**src/hdl/rldm_pkg.sv**
```systemverilog
package rldm_pkg;

  localparam int unsigned DefMaxWidth  = 1024;
  localparam int unsigned DefMaxHeight = 1024;

  // register indexes
  localparam logic [2:0] REG_COEF_A       = 3'd0;
  localparam logic [2:0] REG_COEF_B       = 3'd1;
  localparam logic [2:0] REG_COEF_C       = 3'd2;
  localparam logic [2:0] REG_COEF_D       = 3'd3;
  localparam logic [2:0] REG_RADIUS_SCALE = 3'd4;
  localparam logic [2:0] REG_CENTER_X2    = 3'd5;
  localparam logic [2:0] REG_CENTER_Y2    = 3'd6;

  // widths of the radius datapath
  localparam int unsigned SqW   = 25;  // dx2^2 + dy2^2 with |dx2|, |dy2| up to 4094
  localparam int unsigned RadW  = 17;  // floor sqrt of (sumsq << 8)
  localparam int unsigned RadIn = 2 * RadW;

endpackage

```
**src/hdl/rldm_sqrt.sv**
```systemverilog
module rldm_sqrt
  import rldm_pkg::*;
#(
  parameter int unsigned TagW = 1
) (
  input  logic                  clk,
  input  logic                  rst,
  input  logic                  in_valid,
  input  logic [RadIn-1:0]      in_value,
  input  logic [TagW-1:0]       in_tag,
  output logic                  out_valid,
  output logic [RadW-1:0]       out_root,
  output logic [TagW-1:0]       out_tag
);

  // one result bit per stage, restoring method, remainder carried along
  localparam int unsigned NStage = RadW;
  localparam int unsigned RemW   = RadW + 2;

  logic [NStage:0]            vld;
  logic [RadIn-1:0]           num   [NStage+1];
  logic [RadW-1:0]            root  [NStage+1];
  logic [RemW-1:0]            rem   [NStage+1];
  logic [TagW-1:0]            tag   [NStage+1];

  always_comb begin
    vld[0]  = in_valid;
    num[0]  = in_value;
    root[0] = '0;
    rem[0]  = '0;
    tag[0]  = in_tag;
  end

  for (genvar s = 0; s < NStage; s++) begin : g_stage
    logic [RemW-1:0] rem_sh;
    logic [RemW-1:0] trial;
    logic            fits;

    // bring down the next two bits and try root*4+1
    always_comb begin
      rem_sh = {rem[s][RemW-3:0], num[s][RadIn-1 -: 2]};
      trial  = {root[s], 2'b01};
      fits   = (rem_sh >= trial);
    end

    always_ff @(posedge clk) begin
      if (rst) begin
        vld[s+1] <= 1'b0;
      end else begin
        vld[s+1] <= vld[s];
      end
      num[s+1]  <= {num[s][RadIn-3:0], 2'b00};
      root[s+1] <= {root[s][RadW-2:0], fits};
      rem[s+1]  <= fits ? (rem_sh - trial) : rem_sh;
      tag[s+1]  <= tag[s];
    end
  end

  assign out_valid = vld[NStage];
  assign out_root  = root[NStage];
  assign out_tag   = tag[NStage];

endmodule

```
**config.mk**
```make
export PLATFORM = sky130hd
export DESIGN_NAME = rldm_sqrt
export DESIGN_NICKNAME = d
export VERILOG_FILES = /design/src/hdl/rldm_pkg.sv /design/src/hdl/rldm_sqrt.sv
export SDC_FILE = /design/constraint.sdc
export NUM_CORES = 1
export LEC_CHECK = 0
export BUFFER_PORTS_ARGS = -buffer_cell sky130_fd_sc_hd__buf_2
export CORE_MARGIN = 2
export CORE_UTILIZATION = 47
export DETAILED_ROUTE_END_ITERATION = 12
export GPL_ROUTABILITY_DRIVEN = 0
export RECOVER_POWER = 25
export SLEW_MARGIN = 20
export SYNTH_ARGS = -nofsm -noshare
export SYNTH_HDL_FRONTEND = slang
export SYNTH_SLANG_ARGS = --single-unit
```
**constraint.sdc**
```tcl
create_clock -name clk -period 6.7 [get_ports clk]
set_clock_uncertainty 0.15 [all_clocks]
set_input_delay 0.335 -clock clk [delete_from_list [all_inputs] [get_ports clk]]
set_output_delay 0.335 -clock clk [all_outputs]
set_load 0.005 [all_outputs]
```
==> results.cfg <==
[place]
dpl_cell_area_sq_um = 26300
post-dp-hpwl_mm = 32.9
portBuffers = 56
place_inst = 3097

[job]
drv_cap = 0

[synthesis]
syn-num-nets = 2589
yosys.area.top_type = dfxtp_1
ys_async_sr_fraction_pct = 0
ys_ff_latch = 713
netlist_top_cells_area = dfxtp_1 57%, ha_1 8.4%, xnor2_1 3.5%
synth.distinct_cells = 74
netlist_instances = 2381
syn_area_sq_um = 25200
avgSynthCellArea_sq_um = 10.6
yosys_warnings = 0
synth-main-ff-cell = dfxtp_1
synth_edf_count = 0
synth-seq-area-share_pct = 56.6
synth_top_area_share_pct = 56.6

[global_routing]
grtUsageMet2_pct = 26.6
grt_usage_pct = 16.2
grt.overflow.total = 0
grt_pass1_vias = 15800
use_met1_pct = 21.2
grt_antenna_before_repair = 0
busiest_layer = met2
grt_pass1_wl_mm = 75.1
grt_max_degree = 28
grtUsageMet3_pct = 2.99

[detailed_routing]
via_per_inst = 4.98
drt_first_iter_violations = 826
drc = 0
ant_nets = 0
dr_total_vias = 16300
wl_per_cell_um = 13.6
drt_first_pass_iters = 5
wl_mm = 44.4

[floorplanning]
die_area_sq_um = 55500
ios = 57
row_count = 84
initial_utilization_pct = 47.8
core_area_sq_um = 52800
die_w_um = 236
die_height_um = 236

[power]
irDropWorstVdd_uv = 284
leakage_nw = 13.8
finalPower_mw = 12.1
power.density_nw_per_um2 = 413

[sta]
hold_viol = 0
fin_crit_ps = 3510
final-setup-viol-count = 0
finalCritPeriodShare_pct = 52.3
timing.setup.tns_ps = 0
maxSlewViolCount = 0
worst_pin_slew_ps = 873
relSlewSlack_pct = 41.6
timing.fmax_mhz = 285
grt_setup_unrepaired = no

[critical_path]
arrival_ps = 3900
crit_fanout = 24
r2r_end = g_stage[13].rem_sh[16]$_DFF_P_
cp-start-kind = register
rrSetupSlack_ps = 3190
critical_path_class = reg -> reg
required_ps = 7090
reg2regPathDepth = 9
critPathLaunch = g_stage[12].trial[4]$_DFF_P_
rr_startpoint = g_stage[12].trial[4]$_DFF_P_
cp-end-kind = register

[run_status]
status = finished clean

[cells_and_area]
post-route-cell-area_sq_um = 29200
area_growth_pct = 16.0
n_fill_cell = 4526
fin_util_pct = 55.4
final_nets = 2730
drive_gt1_share_pct = 8.33
diodes = 0
final_cells = 3269

[cts]
ctsHoldBuffers = 39
path_clk_slew_ps = 60
htree_levels = 3
clock-sinks = 713
max-clock-path-buffers = 3
cts_setup_buffers = 0
cts_tree = built
clockRootBuffer = clkbuf_16
cts_resized = 0
insertion_delay_ps = 600
cts_buffers = 72

[min_path]
hold_path_startpoint = num[303]$_DFF_P_
whs_endpoint = g_stage[10].rem_sh[1]$_DFF_P_
min_path_cells = 0
holdCritPathClass = reg -> reg
power breakdown:
group / internal (mW) / switching, mW / leakage, nW
Clock: 2.55 / 1.64 / 1.26
Combinational: 1.11 / 1.29 / 6.62
Sequential: 5.00 / 0.472 / 5.97
Total: 8.66 / 3.40 / 13.8
cell usage after synthesis, types with 28 or more instances:
library cell and count:
nor2_1 165, a21o_1 49, nor2b_1 43, nand3_1 44, ha_1 170, nor3_1 52, mux2_1 28, o21ai_1 43
o21ai_0 57, nand2_1 102, xor2_1 76, o21a_1 40, inv_1 205, nand2b_1 33, a21oi_1 132, xnor2_1 100
dfxtp_1 713, nor4_1 30
area by class of cell:
class / count / area [sq um] / share of cell area (%)
sequential: 713 / 14300 / 48.8
timing repair buffer: 99 / 701 / 2.40
multi-input combinational: 1425 / 10000 / 34.3
tap: 688 / 861 / 2.94
clock inverter: 35 / 552 / 1.89
clock buffer: 98 / 2030 / 6.94
inverter: 211 / 792 / 2.71
logic make-up (layout without fill, tap and decap cells):
group                    count (synthesis)  after routing  synth area share [%]
AO/OA/AOI/OAI                          437            437                  11.0
buffers and inverters                  243            443                  3.64
multiplexers                            48             48                  2.11
AND/OR/NAND/NOR                        593            593                  12.1
XOR/XNOR                               176            176                  6.11
flip-flops                             713            713                  56.6
other                                    1              1                0.0149
adder cells (fa/ha/maj)                170            170                  8.44
how the worst max path moves through the flow:
stage                                                 to  slack (ps)  depth (start not counted)
after floorplan           g_stage[13].rem_sh[11]$_DFF_P_        3850                          9
after global placement    g_stage[13].rem_sh[16]$_DFF_P_        3380                          9
after detailed placement  g_stage[13].rem_sh[16]$_DFF_P_        3270                          9
after CTS                 g_stage[13].rem_sh[16]$_DFF_P_        3220                          9
after global routing      g_stage[16].rem_sh[18]$_DFF_P_        2990                         10
final                     g_stage[13].rem_sh[16]$_DFF_P_        3190                          9
critical path: stages, from the launching register on:
cell,delay [ps]
dfxtp_1,350
inv_1,50
ha_1,320
nand2_1,160
o31ai_1,520
o311a_1,260
o41a_1,280
a2111o_1,770
or4b_1,500
nand2_1,80
cells in the final DEF (no fill, tap or decap), types with 13 or more instances in the layout:
master / instances
a21o_1: 49
a21oi_1: 132
buf_2: 56
clkbuf_1: 13
clkbuf_16: 72
clkbuf_8: 13
dfxtp_1: 713
dlygate4sd3_1: 39
ha_1: 170
inv_1: 205
mux2_1: 28
mux2_2: 14
nand2_1: 102
nand2b_1: 33
nand3_1: 44
nand3b_1: 14
nand4_1: 18
nor2_1: 165
nor2b_1: 43
nor3_1: 52
nor4_1: 30
o21a_1: 40
o21ai_0: 57
o21ai_1: 43
o31ai_1: 20
or3_1: 18
or4_1: 18
xnor2_1: 100
xor2_1: 76
through the flow:
stage | setup slack (ps) | hold WS (ps)
floorplan | 3850 | 160
global placement | 3380 | 160
detailed placement | 3270 | 162
CTS | 3220 | 170
global route | 2990 | 174
finish | 3190 | 163
sequential cells by signal (all words and copies together), names as in the netlist:
signal          cells
out_tag             1
num               240
g_stage.trial     136
g_stage.rem_sh    286
out_root           17
vld                16
out_valid           1
tag                16
metal layers:
| layer | vias to the layer above | wire, um |
|---|---|---|
| li1 | 8433 | - |
| met1 | 7456 | 21200 |
| met2 | 314 | 20000 |
| met3 | 80 | 2190 |
| met4 | 0 | 1010 |
| met5 | - | 0 |
(Power assumes the default switching activity.)
